==> src/design/dose_coverage_statistics_defines.svh <==
// dose_coverage_statistics_defines.svh
// assertion macros for the dose coverage statistics block
// no dependencies; taken in by the top level only
`ifndef DOSE_COVERAGE_STATISTICS_DEFINES_SVH
`define DOSE_COVERAGE_STATISTICS_DEFINES_SVH

// implication in the same cycle, quiet while reset is asserted
`define DCS_ASSERT_IMP(label, clk, rst_n, ante, cons, msg) \
    label: assert property (@(posedge clk) disable iff (!rst_n) (ante) |-> (cons)) else $error(msg);

// implication in the next cycle, also checked during reset
`define DCS_ASSERT_NEXT(label, clk, ante, cons, msg) \
    label: assert property (@(posedge clk) (ante) |=> (cons)) else $error(msg);

`endif

==> src/design/dcs_pkg.sv <==
// dcs_pkg.sv
// shared constants, register codes and helper functions of the dose coverage statistics block
// no dependencies
`default_nettype none

package dcs_pkg;

    localparam longint unsigned MAX_VOXELS_DEF = 64'd16777216;
    localparam int DOSE_BITS_DEF  = 16;

    localparam int NUM_LEVELS     = 8;
    localparam int LEVEL_IDX_BITS = 3;
    localparam int SUM_BITS       = 40;
    localparam int SUM_LO_BITS    = 32;
    localparam int INV_BITS       = 32;
    localparam int PRESC_BITS     = 16;
    localparam int PCT_BITS       = 7;
    localparam int REG_IDX_BITS   = 2;
    localparam int QUEUE_DEPTH    = 4;

    typedef logic [PCT_BITS-1:0] pct_t;

    localparam pct_t FULL_PCT = 7'd100;

    typedef enum logic [REG_IDX_BITS-1:0] {
        REG_VOXEL_TOTAL   = 2'd0,
        REG_INVERSE_TOTAL = 2'd1,
        REG_PRESCRIPTION  = 2'd2
    } reg_idx_t;

    // coverage levels in percent of prescription
    function automatic pct_t level_pct(input logic [LEVEL_IDX_BITS-1:0] idx);
        pct_t pct;
        case (idx)
            3'd0:    pct = 7'd90;
            3'd1:    pct = 7'd95;
            3'd2:    pct = 7'd98;
            3'd3:    pct = 7'd100;
            3'd4:    pct = 7'd105;
            3'd5:    pct = 7'd107;
            3'd6:    pct = 7'd110;
            default: pct = 7'd120;
        endcase
        return pct;
    endfunction

    function automatic int cnt_bits(input longint unsigned max_v);
        return $clog2(max_v + 64'd1);
    endfunction

    function automatic int max_int(input int a, input int b);
        return (a > b) ? a : b;
    endfunction

endpackage

`default_nettype wire

==> src/design/dcs_queue.sv <==
// dcs_queue.sv
// short register queue between the front and back ends
// depends on dcs_pkg
`default_nettype none

module dcs_queue #(
    parameter int WIDTH = 8,
    parameter int DEPTH = dcs_pkg::QUEUE_DEPTH
) (
    input  wire logic             aclk,
    input  wire logic             aresetn,
    input  wire logic             wr_valid,
    output logic                  wr_ready,
    input  wire logic [WIDTH-1:0] wr_data,
    output logic                  rd_valid,
    input  wire logic             rd_ready,
    output logic [WIDTH-1:0]      rd_data
);

    localparam int PTR_W = (DEPTH > 1) ? $clog2(DEPTH) : 1;
    localparam int CNT_W = $clog2(DEPTH + 1);
    localparam logic [CNT_W-1:0] CNT_FULL = CNT_W'(DEPTH);
    localparam logic [PTR_W-1:0] PTR_LAST = PTR_W'(DEPTH - 1);

    logic [WIDTH-1:0] fifo_reg [DEPTH];
    logic [PTR_W-1:0] wr_ptr_reg, wr_ptr_next, rd_ptr_reg, rd_ptr_next;
    logic [CNT_W-1:0] fill_reg, fill_next;
    logic             push, pop;

    assign wr_ready = (fill_reg != CNT_FULL);
    assign rd_valid = (fill_reg != '0);
    assign push     = wr_valid && wr_ready;
    assign pop      = rd_valid && rd_ready;
    assign rd_data  = fifo_reg[rd_ptr_reg];

    always_comb begin
        wr_ptr_next = wr_ptr_reg;
        rd_ptr_next = rd_ptr_reg;
        fill_next   = fill_reg;
        if (push) begin
            wr_ptr_next = (wr_ptr_reg == PTR_LAST) ? '0 : wr_ptr_reg + 1'b1;
        end
        if (pop) begin
            rd_ptr_next = (rd_ptr_reg == PTR_LAST) ? '0 : rd_ptr_reg + 1'b1;
        end
        if (push && !pop) begin
            fill_next = fill_reg + 1'b1;
        end else if (pop && !push) begin
            fill_next = fill_reg - 1'b1;
        end
    end

    always_ff @(posedge aclk) begin
        if (!aresetn) begin
            wr_ptr_reg <= '0;
            rd_ptr_reg <= '0;
            fill_reg   <= '0;
        end else begin
            wr_ptr_reg <= wr_ptr_next;
            rd_ptr_reg <= rd_ptr_next;
            fill_reg   <= fill_next;
        end
    end

    always_ff @(posedge aclk) begin
        if (push) begin
            fifo_reg[wr_ptr_reg] <= wr_data;
        end
    end

endmodule

`default_nettype wire

==> config.mk <==
export PLATFORM = sky130hd
export DESIGN_NAME = dcs_queue
export DESIGN_NICKNAME = d
export VERILOG_FILES = /design/src/design/dose_coverage_statistics_defines.svh /design/src/design/dcs_pkg.sv /design/src/design/dcs_queue.sv
export SDC_FILE = /design/constraint.sdc
export NUM_CORES = 1
export LEC_CHECK = 0
export BUFFER_PORTS_ARGS = -buffer_cell sky130_fd_sc_hd__buf_4
export CORE_MARGIN = 4
export CORE_UTILIZATION = 40
export CTS_CLUSTER_DIAMETER = 120
export CTS_CLUSTER_SIZE = 40
export DETAILED_ROUTE_END_ITERATION = 8
export HOLD_SLACK_MARGIN = 0.15
export SETUP_SLACK_MARGIN = 0.05
export SYNTH_ARGS = -nofsm -noshare
export SYNTH_HDL_FRONTEND = slang
export SYNTH_SLANG_ARGS = --single-unit
export TNS_END_PERCENT = 20
==> constraint.sdc <==
create_clock -name aclk -period 3.4 [get_ports aclk]
set_input_delay 0.17 -clock aclk [delete_from_list [all_inputs] [get_ports aclk]]
set_output_delay 0.17 -clock aclk [all_outputs]
set_load 0.03 [all_outputs]
==> run_results.csv <==
group,metric,value,unit
place,postPlaceCellArea,0.00184,mm2
clock_tree,clk_pin_slew,0.07,ns
clock_tree,htree_levels,2,
worst_hold_path,min_path_type,"input pin to register",
power,ir_worst_vdd,0.000617,V
setup_path,timing.rr.start,"fill_reg[0]$_SDFFE_PN0P_",
job,drv_cap,0,
synth,yosysSeqAreaShare,69.8,%
setup_path,rr_endpoint,"fill_reg[2]$_SDFFE_PN0P_",
setup_path,r2r_slack,1.04,ns
clock_tree,numCtsBuffers,5,
finish,fin_util,53.4,%
power,p_int,1060,uW
route,first_pass_iters,4,
finish,area_growth,24.1,%
power,p_leak,0.000745,uW
synth,synth_seq_cells,41,
global_routing,antenna_found_initial,0,
synth,synth_nets,112,
setup_path,crit_path_max_fanout,5,
setup_path,critPathRequiredTime,3.61,ns
clock_tree,cts_root_buf,"clkbuf_8",
global_routing,grt_pass1_vias,880,
power,p_comb_share,31.6,%
sta,rsz0062_at_grt,"false",
worst_hold_path,min_from,"aresetn",
sta,finalCritPeriodShare,69.4,%
clock_tree,worstSkewPairLatency,0.28,ns
die,initial_core_util,43.1,%
sta,slew_viol_final,0,
sta,fmax,424,MHz
sta,worst_slew_pin_slew,0.580,ns
synth,syn_area,0.00164,mm2
finish,drive_above_1_share,34.1,%
global_routing,gr-total-overflow,0,
die,die-area,0.00518,mm2
setup_path,endpoint_kind,"register",
route,via_per_inst,5.03,
place,dp_hpwl,1.71,mm
sta,setup_tns,0,ns
global_routing,grt_pass1_wl,4.36,mm
power,pwr-share-clk,23.8,%
setup_path,critPathArrivalTime,2.57,ns
die,die_x,71.9,um
die,pin_count,22,
route,wire_per_inst,14.7,um
die,fp-row-count,22,
die,core,0.00380,mm2
sta,fin_skew,0.00360,ns
clock_tree,cts_tree,"yes",
route,vias,875,
route,wl,2.57,mm
setup_path,startpoint_type,"register",
global_routing,grt_use_total,11.3,%
sta,fin_crit,2.36,ns
die,die_height,71.9,um
worst_hold_path,holdPathEnd,"fill_reg[0]$_SDFFE_PN0P_",
power,p_seq_share,44.6,%
power,swShare,30.9,%
setup_path,critPathKind,"register to register",
finish,layout_commonest_cell,"edfxtp_1",
route,drt_iter0_drc,59,
sta,final-hold-violation-count,0,
power,p_switching,474,uW
sta,relSlewSlack,61.3,%
clock_tree,postCtsSetupBuffers,0,
place,numPortBuffers,21,
place,gp_congestion,0.759,
finish,layout_common_cells,"edfxtp_1, buf_4, dfxtp_1, dlygate4sd3_1, mux4_2",
route,drcViolationCount,0,
setup_path,reg2regPathDepth,7,
outcome,outcome,"finished clean",
clock_tree,cts_resized,0,
sta,setup_viol,0,
clock_tree,cts_max_path_buffers,2,
finish,diodes,0,
synth,synthDistinctLibCells,26,
clock_tree,clock_sinks,41,
synth,yosysTopAreaCell,"edfxtp_1",
route,postRouteAntennaNets,0,
worst_hold_path,whs_path_depth,2,
power,power_density,756,mW/mm2
synth,synthTopCellsByArea,"edfxtp_1, dfxtp_1, mux4_2",
finish,fin_area,0.00203,mm2
finish,nets,145,
synth,netlist.area_leader.share,58.8,%
synth,synthCells,93,
global_routing,grt_max_degree,13,
finish,largest_reg_flops,32,
synth,ys.warnings.count,0,
synth,avgSynthCellArea,17.6,um2
-- area by class of cell --
| class | count | area, um2 |
|---|---|---|
| Fill cell | 332 | 1770 |
| Sequential cell | 41 | 1140 |
| Multi-Input combinational cell | 45 | 465 |
| Timing Repair Buffer | 30 | 248 |
| Clock buffer | 5 | 68.8 |
| Tap cell | 48 | 60.1 |
| Clock inverter | 2 | 35.0 |
| Inverter | 3 | 11.3 |
-- stage by stage --
step | cells | power, uW | worst slack, ns | hold slack (ns)
3_3_place_gp | 158 | 1160 | 1.12 | 0.369
2_1_floorplan | 93 | 1030 | 1.12 | 0.269
6_report | 174 | 1530 | 1.04 | 0.185
3_5_place_dp | 158 | 1180 | 1.04 | 0.376
5_1_grt | 174 | 1620 | 0.796 | 0.186
4_1_cts | 174 | 1550 | 1.04 | 0.188
-- how the worst max path moves through the flow --
| stage | depth (start not counted) | slack [ns] | startpoint | end |
|---|---|---|---|---|
| 4_1_cts | 7 | 1.04 | fill_reg[0]$_SDFFE_PN0P_ | fill_reg[2]$_SDFFE_PN0P_ |
| 2_1_floorplan | 9 | 1.12 | fill_reg[0]$_SDFFE_PN0P_ | fill_reg[2]$_SDFFE_PN0P_ |
| 5_1_grt | 7 | 0.80 | fill_reg[0]$_SDFFE_PN0P_ | fill_reg[2]$_SDFFE_PN0P_ |
| 3_3_place_gp | 7 | 1.12 | fill_reg[0]$_SDFFE_PN0P_ | fill_reg[2]$_SDFFE_PN0P_ |
| 3_5_place_dp | 7 | 1.04 | fill_reg[0]$_SDFFE_PN0P_ | fill_reg[2]$_SDFFE_PN0P_ |
| 6_report | 7 | 1.04 | fill_reg[0]$_SDFFE_PN0P_ | fill_reg[2]$_SDFFE_PN0P_ |
-- cell usage after synthesis --
cell type  count
a21boi_0       1
ha_1           6
buf_2          1
fa_1           1
or3_2          2
clkbuf_2       1
o21ai_0        4
dfxtp_1        9
mux2i_1        2
xor2_1         1
nor2_1         2
and2_4         1
mux4_2         8
buf_1          1
edfxtp_1      32
nor2b_1        1
or3b_1         1
nand2_1        5
and3_2         4
and2_1         1
o31ai_1        1
inv_1          3
nand3_1        2
xnor2_1        1
clkbuf_1       1
nand4_1        1
-- routing by layer --
metal / vias to the layer above / track usage (%) / routed length (um)
met3: 6 / 4.16 / 140
li1: 421 / - / -
met2: 20 / 17.7 / 1260
met4: 0 / 3.76 / 31
met1: 428 / 14.5 / 1140
met5: - / 0 / 0
-- power groups by stage --
stage | clock (uW) | combinational (uW) | sequential, uW
floorplan | 0 | 369 | 659
global placement | 0 | 472 | 693
detailed placement | 0 | 478 | 697
CTS | 375 | 491 | 687
global route | 398 | 528 | 696
finish | 366 | 485 | 684
-- critical path, cell delays in order, from the launching register on --
cell,delay [ns]
dfxtp_1,0.36
o31ai_1,0.49
ha_1,0.28
inv_1,0.06
fa_1,0.37
xor2_1,0.16
or3_2,0.40
a21boi_0,0.16
-- cells by family after synthesis --
group | Yosys count | share of synthesized area [%]
flip-flops | 41 | 69.8
AND/OR/NAND/NOR | 20 | 7.19
AO/OA/AOI/OAI | 6 | 2.14
XOR/XNOR | 2 | 1.07
buffers and inverters | 7 | 1.76
multiplexers | 10 | 12.2
adder cells (fa/ha/maj) | 7 | 5.81
-- repair_timing --
action	in CTS	in global routing
setup endpoints to repair	0	0
hold buffers	9	0
hold endpoints to repair	33	0
No activity file was read; power rests on OpenSTA's default activity.
