[config.mk]
export PLATFORM = sky130hd
export DESIGN_NAME = dcs_back
export DESIGN_NICKNAME = d
export VERILOG_FILES = /design/src/design/dose_coverage_statistics_defines.svh /design/src/design/dcs_pkg.sv /design/src/design/dcs_back.sv
export SDC_FILE = /design/constraint.sdc
export NUM_CORES = 2
export LEC_CHECK = 0
export CORE_MARGIN = 2
export CORE_UTILIZATION = 57
export CTS_BUF_LIST = sky130_fd_sc_hd__clkbuf_4 sky130_fd_sc_hd__clkbuf_8 sky130_fd_sc_hd__clkbuf_16
export CTS_CLUSTER_SIZE = 25
export DETAILED_ROUTE_END_ITERATION = 16
export DONT_BUFFER_PORTS = 1
export GPL_ROUTABILITY_DRIVEN = 0
export GPL_TIMING_DRIVEN = 1
export PLACE_DENSITY = 0.73
export SLEW_MARGIN = 25
export SYNTH_ARGS = -nofsm -noshare
export SYNTH_HDL_FRONTEND = slang
export SYNTH_SLANG_ARGS = --single-unit
[constraint.sdc]
create_clock -name aclk -period 43.9 [get_ports aclk]
set_input_delay 6.585 -clock aclk [delete_from_list [all_inputs] [get_ports aclk]]
set_output_delay 6.585 -clock aclk [all_outputs]
set_load 0.005 [all_outputs]
[src/design/dose_coverage_statistics_defines.svh]
// dose_coverage_statistics_defines.svh
// assertion macros for the dose coverage statistics block
// no dependencies; taken in by the top level only
`ifndef DOSE_COVERAGE_STATISTICS_DEFINES_SVH
`define DOSE_COVERAGE_STATISTICS_DEFINES_SVH

// implication in the same cycle, quiet while reset is asserted
`define DCS_ASSERT_IMP(label, clk, rst_n, ante, cons, msg) \
    label: assert property (@(posedge clk) disable iff (!rst_n) (ante) |-> (cons)) else $error(msg);

// implication in the next cycle, also checked during reset
`define DCS_ASSERT_NEXT(label, clk, ante, cons, msg) \
    label: assert property (@(posedge clk) (ante) |=> (cons)) else $error(msg);

`endif

[src/design/dcs_pkg.sv]
// dcs_pkg.sv
// shared constants, register codes and helper functions of the dose coverage statistics block
// no dependencies
`default_nettype none

package dcs_pkg;

    localparam longint unsigned MAX_VOXELS_DEF = 64'd16777216;
    localparam int DOSE_BITS_DEF  = 16;

    localparam int NUM_LEVELS     = 8;
    localparam int LEVEL_IDX_BITS = 3;
    localparam int SUM_BITS       = 40;
    localparam int SUM_LO_BITS    = 32;
    localparam int INV_BITS       = 32;
    localparam int PRESC_BITS     = 16;
    localparam int PCT_BITS       = 7;
    localparam int REG_IDX_BITS   = 2;
    localparam int QUEUE_DEPTH    = 4;

    typedef logic [PCT_BITS-1:0] pct_t;

    localparam pct_t FULL_PCT = 7'd100;

    typedef enum logic [REG_IDX_BITS-1:0] {
        REG_VOXEL_TOTAL   = 2'd0,
        REG_INVERSE_TOTAL = 2'd1,
        REG_PRESCRIPTION  = 2'd2
    } reg_idx_t;

    // coverage levels in percent of prescription
    function automatic pct_t level_pct(input logic [LEVEL_IDX_BITS-1:0] idx);
        pct_t pct;
        case (idx)
            3'd0:    pct = 7'd90;
            3'd1:    pct = 7'd95;
            3'd2:    pct = 7'd98;
            3'd3:    pct = 7'd100;
            3'd4:    pct = 7'd105;
            3'd5:    pct = 7'd107;
            3'd6:    pct = 7'd110;
            default: pct = 7'd120;
        endcase
        return pct;
    endfunction

    function automatic int cnt_bits(input longint unsigned max_v);
        return $clog2(max_v + 64'd1);
    endfunction

    function automatic int max_int(input int a, input int b);
        return (a > b) ? a : b;
    endfunction

endpackage

`default_nettype wire

[src/design/dcs_back.sv]
// dcs_back.sv
// back end: mean multiply, coverage subtraction and the result register
// depends on dcs_pkg
`default_nettype none

module dcs_back #(
    parameter int DOSE_BITS = dcs_pkg::DOSE_BITS_DEF,
    parameter int CNT_BITS  = dcs_pkg::cnt_bits(dcs_pkg::MAX_VOXELS_DEF)
) (
    input  wire logic                                    aclk,
    input  wire logic                                    aresetn,
    input  wire logic                                    in_valid,
    output logic                                         in_ready,
    input  wire logic [DOSE_BITS-1:0]                    in_min,
    input  wire logic [DOSE_BITS-1:0]                    in_max,
    input  wire logic [dcs_pkg::SUM_BITS-1:0]            in_sum,
    input  wire logic [dcs_pkg::NUM_LEVELS-1:0][CNT_BITS-1:0] in_below,
    input  wire logic [CNT_BITS-1:0]                     voxel_total,
    input  wire logic [dcs_pkg::INV_BITS-1:0]            inverse_total,
    output logic                                         m_valid,
    input  wire logic                                    m_ready,
    output logic [DOSE_BITS-1:0]                         m_min,
    output logic [DOSE_BITS-1:0]                         m_max,
    output logic [DOSE_BITS-1:0]                         m_mean,
    output logic [dcs_pkg::NUM_LEVELS-1:0][CNT_BITS-1:0] m_at_least
);

    localparam int HI_BITS   = dcs_pkg::SUM_BITS - dcs_pkg::SUM_LO_BITS;
    localparam int HI_PROD_W = HI_BITS + dcs_pkg::INV_BITS;
    localparam int LO_PROD_W = dcs_pkg::SUM_LO_BITS + dcs_pkg::INV_BITS;
    localparam int MEAN_W    = HI_PROD_W + 1;
    localparam logic [MEAN_W-1:0] MEAN_CAP = MEAN_W'({DOSE_BITS{1'b1}});

    // multiply stage
    logic                       mul_valid_reg, mul_valid_next;
    logic [DOSE_BITS-1:0]       mul_min_reg, mul_max_reg;
    logic [HI_PROD_W-1:0]       prod_hi_reg;
    logic [LO_PROD_W-1:0]       prod_lo_reg;
    logic [dcs_pkg::NUM_LEVELS-1:0][CNT_BITS-1:0] atl_reg, atl_next;
    logic                       mul_ready, mul_take, mul_move;

    // result stage
    logic                       out_valid_reg, out_valid_next;
    logic [DOSE_BITS-1:0]       out_min_reg, out_max_reg, out_mean_reg, mean_next;
    logic [dcs_pkg::NUM_LEVELS-1:0][CNT_BITS-1:0] out_atl_reg;
    logic                       out_ready;
    logic [MEAN_W-1:0]          mean_wide;

    assign out_ready = !out_valid_reg || m_ready;
    assign mul_ready = !mul_valid_reg || out_ready;
    assign in_ready  = mul_ready;
    assign mul_take  = in_valid && mul_ready;
    assign mul_move  = mul_valid_reg && out_ready;

    always_comb begin
        for (int k = 0; k < dcs_pkg::NUM_LEVELS; k++) begin
            atl_next[k] = (voxel_total > in_below[k]) ? voxel_total - in_below[k] : '0;
        end
        if (mul_take) begin
            mul_valid_next = 1'b1;
        end else if (mul_move) begin
            mul_valid_next = 1'b0;
        end else begin
            mul_valid_next = mul_valid_reg;
        end
        if (mul_move) begin
            out_valid_next = 1'b1;
        end else if (m_ready) begin
            out_valid_next = 1'b0;
        end else begin
            out_valid_next = out_valid_reg;
        end
        mean_wide = MEAN_W'(prod_hi_reg)
                  + MEAN_W'(prod_lo_reg[LO_PROD_W-1:dcs_pkg::SUM_LO_BITS]);
        mean_next = (mean_wide > MEAN_CAP) ? MEAN_CAP[DOSE_BITS-1:0]
                                           : mean_wide[DOSE_BITS-1:0];
    end

    always_ff @(posedge aclk) begin
        if (!aresetn) begin
            mul_valid_reg <= 1'b0;
            out_valid_reg <= 1'b0;
        end else begin
            mul_valid_reg <= mul_valid_next;
            out_valid_reg <= out_valid_next;
        end
    end

    // sum split in high and low words so each product stays within 32 by 32
    always_ff @(posedge aclk) begin
        if (mul_take) begin
            mul_min_reg <= in_min;
            mul_max_reg <= in_max;
            prod_hi_reg <= HI_PROD_W'(in_sum[dcs_pkg::SUM_BITS-1:dcs_pkg::SUM_LO_BITS])
                         * HI_PROD_W'(inverse_total);
            prod_lo_reg <= LO_PROD_W'(in_sum[dcs_pkg::SUM_LO_BITS-1:0])
                         * LO_PROD_W'(inverse_total);
            atl_reg     <= atl_next;
        end
    end

    always_ff @(posedge aclk) begin
        if (mul_move) begin
            out_min_reg  <= mul_min_reg;
            out_max_reg  <= mul_max_reg;
            out_mean_reg <= mean_next;
            out_atl_reg  <= atl_reg;
        end
    end

    assign m_valid    = out_valid_reg;
    assign m_min      = out_min_reg;
    assign m_max      = out_max_reg;
    assign m_mean     = out_mean_reg;
    assign m_at_least = out_atl_reg;

endmodule

`default_nettype wire
==> results.cfg <==
[floorplanning]
core-area_mm2 = 0.122
initial_core_util_pct = 57.5
io_pins = 583
rows = 128
dieArea_mm2 = 0.126
fp.dieW_um = 355
die_h_um = 355

[clock_network]
path_clk_slew_ns = 0.06
ctsHtreeMaxLevel = 2
clock-sinks = 554
cts_tree = yes
post_cts_buffers = 0
cts_resized = 0
cts_max_path_buffers = 3
numCtsBuffers = 55
clk_latency_ns = 0.64
holdBufCountCts = 0
ctsRootBufferMaster = clkbuf_16

[route]
drt-wirelength-per-cell_um = 23.1
via_count = 50416
drt_wl_total_mm = 197
ant_nets = 0
first_pass_iters = 9
viasPerCell = 5.92
drc = 0
drtIter0Drc = 4790

[min_path]
hold_depth = 0
hp-class = reg -> reg
hold_start = atl_reg[142]
whs_endpoint = m_at_least[142]

[cells_and_area]
drive_gt1_share_pct = 2.37
nets = 8807
fin_area_mm2 = 0.0729
multi_input_area_mm2 = 0.0475
utilization_pct = 59.8
synthToLayoutAreaGrowth_pct = 4.02
num-fill-cells = 10041
layout.area.seq_mm2 = 0.0166

[yosys]
synth.net_count = 9050
synthDistinctLibCells = 89
avgSynthCellArea_um2 = 9.90
ys_ff_latch = 554
yosysSeqAreaShare_pct = 23.7
synthArstFlopShare_pct = 0
yosys_warnings = 0
ys.flop_type = edfxtp_1
netlist_area_mm2 = 0.0701
synth_edf_count = 552
synth_cells = 7081

[critical_path]
path_cells = nor2b_1, nand2_1
worstReg2RegStart = m_valid
critPathKind = in -> out
r2r_cells = 6
worst-endpoint-required_ns = 37.31
reg2reg_slack_ns = 39.31
path_buf_inv = 0
cp_slowest_stage_delay_ns = 0.29
end_kind = output port
path_max_fanout = 4
r2r-end = m_at_least[27]
cp.arrival_ns = 7.04
startpoint_type = input port
cp_slowest_cell = nor2b_1
cp_top_family = simple AND/OR/NAND/NOR gates

[global_routing]
antenna_found_initial = 12
grt_start_max_net_pins = 74
grt_use_total_pct = 31.5
grt_pass1_vias = 53056
grt_overflow_total = 0
grt_pass1_wl_mm = 304

[timing]
rsz0062_at_grt = false
finalHoldViolCount = 0
tightest_slew_ns = 1.04
skew_ns = 0.0534
setup_viol = 0
finalSetupTns_ns = 0
fin_crit_sh_pct = 31.0
fmax_mhz = 73.4
post-route-min-period_ns = 13.63
relSlewSlack_pct = 30.2
final_max_slew_viol_count = 0

[placement]
placed_cell_area_mm2 = 0.0710
dp_hpwl_mm = 150
port_buffers = 0

[job]
maxCapViolCount = 0

[outcome]
status = complete, no violations
## cell families after synthesis
kind of cell,after synthesis,share of synthesized area [%]
AO/OA/AOI/OAI,888,8.26
XOR/XNOR,224,2.80
adder cells (fa/ha/maj),1636,40.8
buffers and inverters,1586,8.66
flip-flops,554,23.7
multiplexers,3,0.0446
AND/OR/NAND/NOR,2190,15.7
## final cells by class
| class | instances | area share [%] |
|---|---|---|
| multi-input combinational | 4941 | 65.1 |
| sequential | 554 | 22.8 |
| inverter | 1271 | 6.55 |
| tap | 1625 | 2.79 |
| clock buffer | 62 | 1.96 |
| clock inverter | 39 | 0.589 |
| timing repair buffer | 15 | 0.170 |
| antenna | 8 | 0.0275 |
## through the flow
step	setup slack [ns]	hold WS, ns	cells
6_report	30.27	0.387	8515
3_3_place_gp	29.70	0.400	8404
5_1_grt	30.00	0.399	8513
4_1_cts	30.25	0.387	8505
2_1_floorplan	25.41	0.400	7081
3_5_place_dp	29.56	0.405	8404
## per-layer routing
metal,vias to the layer above,share of wire (%),global-route usage (%)
met1,25345,37,39.1
met4,6,5.2,14.6
li1,22069,-,-
met3,561,9.1,5.88
met2,2435,49,53.5
met5,-,0.020,0
## cells in the final DEF, fill, tap and decap left out, types with 17 or more instances in the layout
| cell type | count |
|---|---|
| inv_1 | 1270 |
| fa_1 | 1084 |
| nand2_1 | 723 |
| and2_1 | 719 |
| ha_1 | 552 |
| edfxtp_1 | 552 |
| nor2_1 | 312 |
| a21oi_1 | 258 |
| o21ai_0 | 161 |
| a21o_1 | 144 |
| xnor2_1 | 130 |
| xor2_1 | 94 |
| nand3_1 | 85 |
| nor3_1 | 80 |
| nand4_1 | 59 |
| o21a_1 | 59 |
| clkbuf_16 | 55 |
| nor2b_1 | 43 |
| nand2b_1 | 42 |
| a31oi_1 | 32 |
| o21bai_1 | 31 |
| and3_1 | 30 |
| a211oi_1 | 28 |
| o211ai_1 | 27 |
| o31ai_1 | 18 |
| nor4_1 | 18 |
| or3_1 | 17 |
## worst max path at each step
stage / startpoint / endpoint / slack, ns / depth (start not counted)
after floorplan: m_ready / m_at_least[0] / 25.41 / 2
after global placement: inverse_total[2] / prod_lo_reg[61] / 29.70 / 24
after detailed placement: inverse_total[2] / prod_lo_reg[61] / 29.56 / 24
after CTS: inverse_total[2] / prod_lo_reg[61] / 30.25 / 24
after global routing: inverse_total[2] / prod_lo_reg[61] / 30.00 / 24
final: m_ready / in_ready / 30.27 / 2
## synthesized netlist by cell type, types with 59 or more instances
library cell,instances,area [um2]
o21a_1,59,443
edfxtp_1,552,16600
fa_1,1084,21700
a21oi_1,259,1300
nand2_1,723,2710
clkbuf_1,292,1100
nand4_1,59,369
nor2_1,312,1170
ha_1,552,6910
xor2_1,94,823
nand3_1,85,425
xnor2_1,130,1140
nor3_1,80,400
o21ai_0,162,811
inv_1,1271,4770
and2_1,720,4500
a21o_1,144,1080
Power is left out: the tool's default activity adds up to more than one toggle a clock period on the data nets, which glitch-free logic cannot reach.
