## src/design/dose_coverage_statistics_defines.svh

```systemverilog
// dose_coverage_statistics_defines.svh
// assertion macros for the dose coverage statistics block
// no dependencies; taken in by the top level only
`ifndef DOSE_COVERAGE_STATISTICS_DEFINES_SVH
`define DOSE_COVERAGE_STATISTICS_DEFINES_SVH

// implication in the same cycle, quiet while reset is asserted
`define DCS_ASSERT_IMP(label, clk, rst_n, ante, cons, msg) \
    label: assert property (@(posedge clk) disable iff (!rst_n) (ante) |-> (cons)) else $error(msg);

// implication in the next cycle, also checked during reset
`define DCS_ASSERT_NEXT(label, clk, ante, cons, msg) \
    label: assert property (@(posedge clk) (ante) |=> (cons)) else $error(msg);

`endif

```

## src/design/dcs_pkg.sv

```systemverilog
// dcs_pkg.sv
// shared constants, register codes and helper functions of the dose coverage statistics block
// no dependencies
`default_nettype none

package dcs_pkg;

    localparam longint unsigned MAX_VOXELS_DEF = 64'd16777216;
    localparam int DOSE_BITS_DEF  = 16;

    localparam int NUM_LEVELS     = 8;
    localparam int LEVEL_IDX_BITS = 3;
    localparam int SUM_BITS       = 40;
    localparam int SUM_LO_BITS    = 32;
    localparam int INV_BITS       = 32;
    localparam int PRESC_BITS     = 16;
    localparam int PCT_BITS       = 7;
    localparam int REG_IDX_BITS   = 2;
    localparam int QUEUE_DEPTH    = 4;

    typedef logic [PCT_BITS-1:0] pct_t;

    localparam pct_t FULL_PCT = 7'd100;

    typedef enum logic [REG_IDX_BITS-1:0] {
        REG_VOXEL_TOTAL   = 2'd0,
        REG_INVERSE_TOTAL = 2'd1,
        REG_PRESCRIPTION  = 2'd2
    } reg_idx_t;

    // coverage levels in percent of prescription
    function automatic pct_t level_pct(input logic [LEVEL_IDX_BITS-1:0] idx);
        pct_t pct;
        case (idx)
            3'd0:    pct = 7'd90;
            3'd1:    pct = 7'd95;
            3'd2:    pct = 7'd98;
            3'd3:    pct = 7'd100;
            3'd4:    pct = 7'd105;
            3'd5:    pct = 7'd107;
            3'd6:    pct = 7'd110;
            default: pct = 7'd120;
        endcase
        return pct;
    endfunction

    function automatic int cnt_bits(input longint unsigned max_v);
        return $clog2(max_v + 64'd1);
    endfunction

    function automatic int max_int(input int a, input int b);
        return (a > b) ? a : b;
    endfunction

endpackage

`default_nettype wire

```

## src/design/dcs_front.sv

```systemverilog
// dcs_front.sv
// front end: takes dose transactions, classifies them against the coverage levels
// and updates the running statistics; depends on dcs_pkg
`default_nettype none

module dcs_front #(
    parameter longint unsigned MAX_VOXELS = dcs_pkg::MAX_VOXELS_DEF,
    parameter int DOSE_BITS = dcs_pkg::DOSE_BITS_DEF,
    parameter int CNT_BITS  = dcs_pkg::cnt_bits(MAX_VOXELS)
) (
    input  wire logic                                  aclk,
    input  wire logic                                  aresetn,
    input  wire logic                                  s_valid,
    output logic                                       s_ready,
    input  wire logic [DOSE_BITS-1:0]                  s_dose,
    input  wire logic                                  s_start_new,
    input  wire logic [dcs_pkg::PRESC_BITS-1:0]        prescription,
    output logic                                       snap_valid,
    input  wire logic                                  snap_ready,
    output logic [DOSE_BITS-1:0]                       snap_min,
    output logic [DOSE_BITS-1:0]                       snap_max,
    output logic [dcs_pkg::SUM_BITS-1:0]               snap_sum,
    output logic [dcs_pkg::NUM_LEVELS-1:0][CNT_BITS-1:0] snap_below
);

    localparam int CMP_W  = dcs_pkg::max_int(DOSE_BITS, dcs_pkg::PRESC_BITS) + dcs_pkg::PCT_BITS;
    localparam int SUM_W1 = dcs_pkg::SUM_BITS + 1;
    localparam logic [CNT_BITS-1:0] CNT_MAX = CNT_BITS'(MAX_VOXELS);
    localparam logic [DOSE_BITS-1:0] DOSE_ONES = '1;
    localparam logic [dcs_pkg::SUM_BITS-1:0] SUM_ONES = '1;

    logic                               cls_valid_reg, cls_valid_next;
    logic [DOSE_BITS-1:0]               cls_dose_reg;
    logic                               cls_start_reg;
    logic [dcs_pkg::NUM_LEVELS-1:0]     cls_below_reg, cls_below_next;

    logic [DOSE_BITS-1:0]               min_reg, max_reg;
    logic [dcs_pkg::SUM_BITS-1:0]       sum_reg;
    logic [dcs_pkg::NUM_LEVELS-1:0][CNT_BITS-1:0] cnt_reg;

    logic [DOSE_BITS-1:0]               base_min, base_max;
    logic [dcs_pkg::SUM_BITS-1:0]       base_sum;
    logic [dcs_pkg::NUM_LEVELS-1:0][CNT_BITS-1:0] base_cnt;
    logic [SUM_W1-1:0]                  sum_wide;
    logic                               s_take, advance;

    assign s_ready    = !cls_valid_reg || snap_ready;
    assign s_take     = s_valid && s_ready;
    assign snap_valid = cls_valid_reg;
    assign advance    = cls_valid_reg && snap_ready;

    // dose*100 < prescription*pct, exact
    always_comb begin
        for (int k = 0; k < dcs_pkg::NUM_LEVELS; k++) begin
            cls_below_next[k] = (CMP_W'(s_dose) * CMP_W'(dcs_pkg::FULL_PCT))
                              < (CMP_W'(prescription)
                                 * CMP_W'(dcs_pkg::level_pct(dcs_pkg::LEVEL_IDX_BITS'(k))));
        end
        if (s_take) begin
            cls_valid_next = 1'b1;
        end else if (advance) begin
            cls_valid_next = 1'b0;
        end else begin
            cls_valid_next = cls_valid_reg;
        end
    end

    always_ff @(posedge aclk) begin
        if (!aresetn) begin
            cls_valid_reg <= 1'b0;
        end else begin
            cls_valid_reg <= cls_valid_next;
        end
    end

    always_ff @(posedge aclk) begin
        if (s_take) begin
            cls_dose_reg  <= s_dose;
            cls_start_reg <= s_start_new;
            cls_below_reg <= cls_below_next;
        end
    end

    // statistics update, start flag restarts from the cleared values
    always_comb begin
        base_min = cls_start_reg ? DOSE_ONES : min_reg;
        base_max = cls_start_reg ? '0 : max_reg;
        base_sum = cls_start_reg ? '0 : sum_reg;
        base_cnt = cls_start_reg ? '0 : cnt_reg;
        snap_min = (cls_dose_reg < base_min) ? cls_dose_reg : base_min;
        snap_max = (cls_dose_reg > base_max) ? cls_dose_reg : base_max;
        sum_wide = SUM_W1'(base_sum) + SUM_W1'(cls_dose_reg);
        snap_sum = sum_wide[dcs_pkg::SUM_BITS] ? SUM_ONES : sum_wide[dcs_pkg::SUM_BITS-1:0];
        for (int k = 0; k < dcs_pkg::NUM_LEVELS; k++) begin
            snap_below[k] = base_cnt[k]
                          + CNT_BITS'(cls_below_reg[k] && (base_cnt[k] < CNT_MAX));
        end
    end

    always_ff @(posedge aclk) begin
        if (!aresetn) begin
            min_reg <= DOSE_ONES;
            max_reg <= '0;
            sum_reg <= '0;
            cnt_reg <= '0;
        end else if (advance) begin
            min_reg <= snap_min;
            max_reg <= snap_max;
            sum_reg <= snap_sum;
            cnt_reg <= snap_below;
        end
    end

endmodule

`default_nettype wire

```

## config.mk

```make
export PLATFORM = sky130hd
export DESIGN_NAME = dcs_front
export DESIGN_NICKNAME = d
export VERILOG_FILES = /design/src/design/dose_coverage_statistics_defines.svh /design/src/design/dcs_pkg.sv /design/src/design/dcs_front.sv
export SDC_FILE = /design/constraint.sdc
export NUM_CORES = 2
export LEC_CHECK = 0
export BUFFER_PORTS_ARGS = -buffer_cell sky130_fd_sc_hd__buf_4
export CORE_MARGIN = 4
export CORE_UTILIZATION = 38
export DETAILED_ROUTE_END_ITERATION = 16
export PLACE_DENSITY = 0.6
export SLEW_MARGIN = 20
export SYNTH_ARGS = -nofsm -noshare
export SYNTH_HDL_FRONTEND = slang
export SYNTH_SLANG_ARGS = --single-unit
```

## constraint.sdc

```tcl
create_clock -name aclk -period 10 [get_ports aclk]
set_clock_uncertainty 0.05 [all_clocks]
set_input_delay 2 -clock aclk [delete_from_list [all_inputs] [get_ports aclk]]
set_output_delay 2 -clock aclk [all_outputs]
set_load 0.03 [all_outputs]
```

==> flow_summary.toml <==
[run_status]
status = "complete, no violations"

[route]
drtIter0Drc = 2246
drt_wl_total_mm = 115
drc = 0
drtAntennaViolNets = 0
vias = 32500
viasPerCell = 5.34
drtPass1Iterations = 5
avgRoutedWirePerCell_um = 19.0

[setup_path]
crit_type = "reg -> out"
critPathSlowestCell = "a21boi_0"
crit_chain = "buf_12 -> inv_4 -> buf_4 -> a21boi_0 -> ha_1 -> ha_1 -> and3_1 -> nand3_2 -> nor4b_4 -> nor4b_4 -> and4_4 -> xnor2_1 -> nor2_1 -> buf_4"
worst_setup_path_end_kind = "output pin"
crit_required_ns = 7.95
startpoint_type = "register"
arrival_ns = 5.63
r2r.worst_path.cells = 14
slowest_delay_ns = 0.69
crit_path_max_fanout = 143

[logic_synthesis]
avgSynthCellArea_um2 = 8.03
postSynthCellCount = 4572
yosysTopAreaCell = "ha_1"
synth_flop_cell = "dfxtp_1"
netlist_top_cells_count = "541 x ha_1, 471 x inv_1, 438 x nand2_1"
synth_edf_count = 25
ys_seq_elements = 298
synth.area.mux_share = 0.00467
synth-simple-area-share = 0.213
yosysWarningCount = 0
async_flop_share = 0
synth_top_area_frac = 0.184
synth_compound_area_frac = 0.174
synth-xor-area-share = 0.0787
yosysMostFrequentCell = "ha_1"
yosysSeqAreaShare = 0.169
syn-num-nets = 5349
synth-adder-area-share = 0.293
synth_top_family_by_area = "adder cells"
synth_cell_types = 95
netlist_area_um2 = 36700
synth_area_leaders = "ha_1 18%, dfxtp_1 15%, fa_1 11%"

[power_and_ir_drop]
ir_worst_vdd_mv = 0.139
total_power_uw = 8550
internal-power_uw = 4540
swShare = 0.468
p_per_area_nw_per_um2 = 206
p_clk_frac = 0.163
p_comb_frac = 0.684
leakage_uw = 0.0191
switching_power_uw = 4010
seqPwrFrac = 0.153

[floorplan]
start_util = 0.385
die_area_um2 = 102000
num_rows = 113
io_pins = 311
die_w_um = 319
core_area_um2 = 95400
fp.dieH_um = 319

[cells_and_area]
antenna-diode-count = 0
nets = 5568
n_fill_cell = 9625
largest_reg_flops = 200
syn2layout_area_growth_pct = 13.2
regArea_um2 = 6220
drive_above_1_share = 0.103
multi_input_area_um2 = 28100

[timing]
holdWs_ns = 0.411
min_period_ns = 7.68
setup_viol = 0
post-route-period-util = 0.768
tns_ns = 0
fmax_ghz = 0.130
relSlewSlack = 0.268
maxSlewViolCount = 0
setup_slack_ns = 2.32
hold_viol = 0
max_slew.worst_pin.slew_ns = 1.10
rsz0062_at_grt = "false"

[grt]
grt_pass1_wl_mm = 178
grt_max_degree = 144
grt.total_usage = 0.218
grt_pass1_vias = 31200
grt-ovfl-total = 0
antenna_found_initial = 2

[clock_tree]
cts_setup_buffers = 0
cts_made_buffers = 38
htreeDepth = 2
cts_buffer_depth = 3
path_clk_slew_ns = 0.06
cts_tree = "built"
clkSinkCount = 298
cts.repair.resized = 0
cts_root_buf = "clkbuf_16"
clkLatencyLatePin_ns = 0.56
cts_hold_buf = 0

[place]
globalplace.congestion = 0.913
portBuffers = 310
hpwl_mm = 90.3
dp_slack_ns = 2.21

[hold_path]
whs_path_depth = 2
holdCritPathClass = "reg -> reg"

[flow_run]
maxCapViolations = 0
-- placed cells by master, fill, tap and decap left out, types with 30 or more instances in the layout --
cell,netlist,final
ha_1,541,541
inv_1,471,470
nand2_1,438,437
nor2_1,363,363
buf_4,0,344
dfxtp_1,273,273
o21ai_0,268,268
a21oi_1,255,255
fa_1,199,199
xnor2_1,177,167
nor2b_1,152,152
xor2_1,153,149
nand3_1,129,129
a21boi_0,115,115
a21o_1,103,103
nand4_1,69,69
nor3b_1,63,63
nor3_1,60,60
nand2b_1,55,55
and3_1,52,52
and2_1,42,40
clkbuf_16,0,39
or3_1,35,35
o21a_1,31,31
a22oi_1,30,30
-- worst max-delay path: cells and delay by family, from the launching register on --
kind,cells,cell delay [ns]
AND/OR/NAND/NOR,6,1.81
XOR/XNOR,1,0.08
flip-flops,1,0.37
adder cells (fa/ha/maj),2,0.52
AO/OA/AOI/OAI,1,0.69
buffers and inverters,4,1.45
-- final cells by class --
cell class / instances / share of cell area
well taps: 1265 / 0.0381
clock inverters: 13 / 0.00319
repair buffers: 347 / 0.0634
inverters: 471 / 0.0426
multi-input cells: 3635 / 0.677
clock buffers: 54 / 0.0263
flip-flops and latches: 298 / 0.150
-- power by group through the flow --
stage	sequential [µW]	clock, µW	combinational [µW]
after CTS	1310	1440	5850
final	1310	1390	5850
after global routing	1320	1480	6620
after detailed placement	1340	0	5810
after global placement	1340	0	5750
after floorplan	1310	0	4210
-- path summary, 6_finish.rpt --
| kind | startpoint | end | slack [ns] |
|---|---|---|---|
| worst min-delay path | cnt_reg[125] | cnt_reg[125] | 0.41 |
| worst min register to register | cnt_reg[125] | cnt_reg[125] | 0.41 |
| worst max register to register | cls_start_reg | cnt_reg[174] | 4.86 |
| worst max-delay path | cls_start_reg | snap_below[174] | 2.32 |
-- through the flow --
step                      area, µm²  utilization  instances
final                         41600        0.436       6083
after global routing          41600        0.436       6083
after CTS                     41600        0.436       6083
after detailed placement      40300        0.423       6016
after global placement        40300        0.423       6016
after floorplan               36700            -       4572
-- layer usage --
metal  part of all wire  global-route usage  vias up  wire length [µm]
li1                   -                   -    16100                 -
met1               0.44               0.280    15400             50400
met2               0.47               0.368      788             53800
met3              0.060              0.0385      169              6900
met4              0.037              0.0769        0              4300
met5                  0                   0        -                 0
-- logic make-up (layout without fill, tap and decap cells) --
family | Yosys count | count (layout)
AOI/OAI and AO/OA | 999 | 999
DFF | 298 | 298
buffers and inverters | 639 | 885
xor gates and xnor gates | 330 | 330
adders and majority gates | 740 | 740
muxes | 17 | 17
and+or+nand+nor | 1549 | 1549
(Power assumes the default switching activity.)
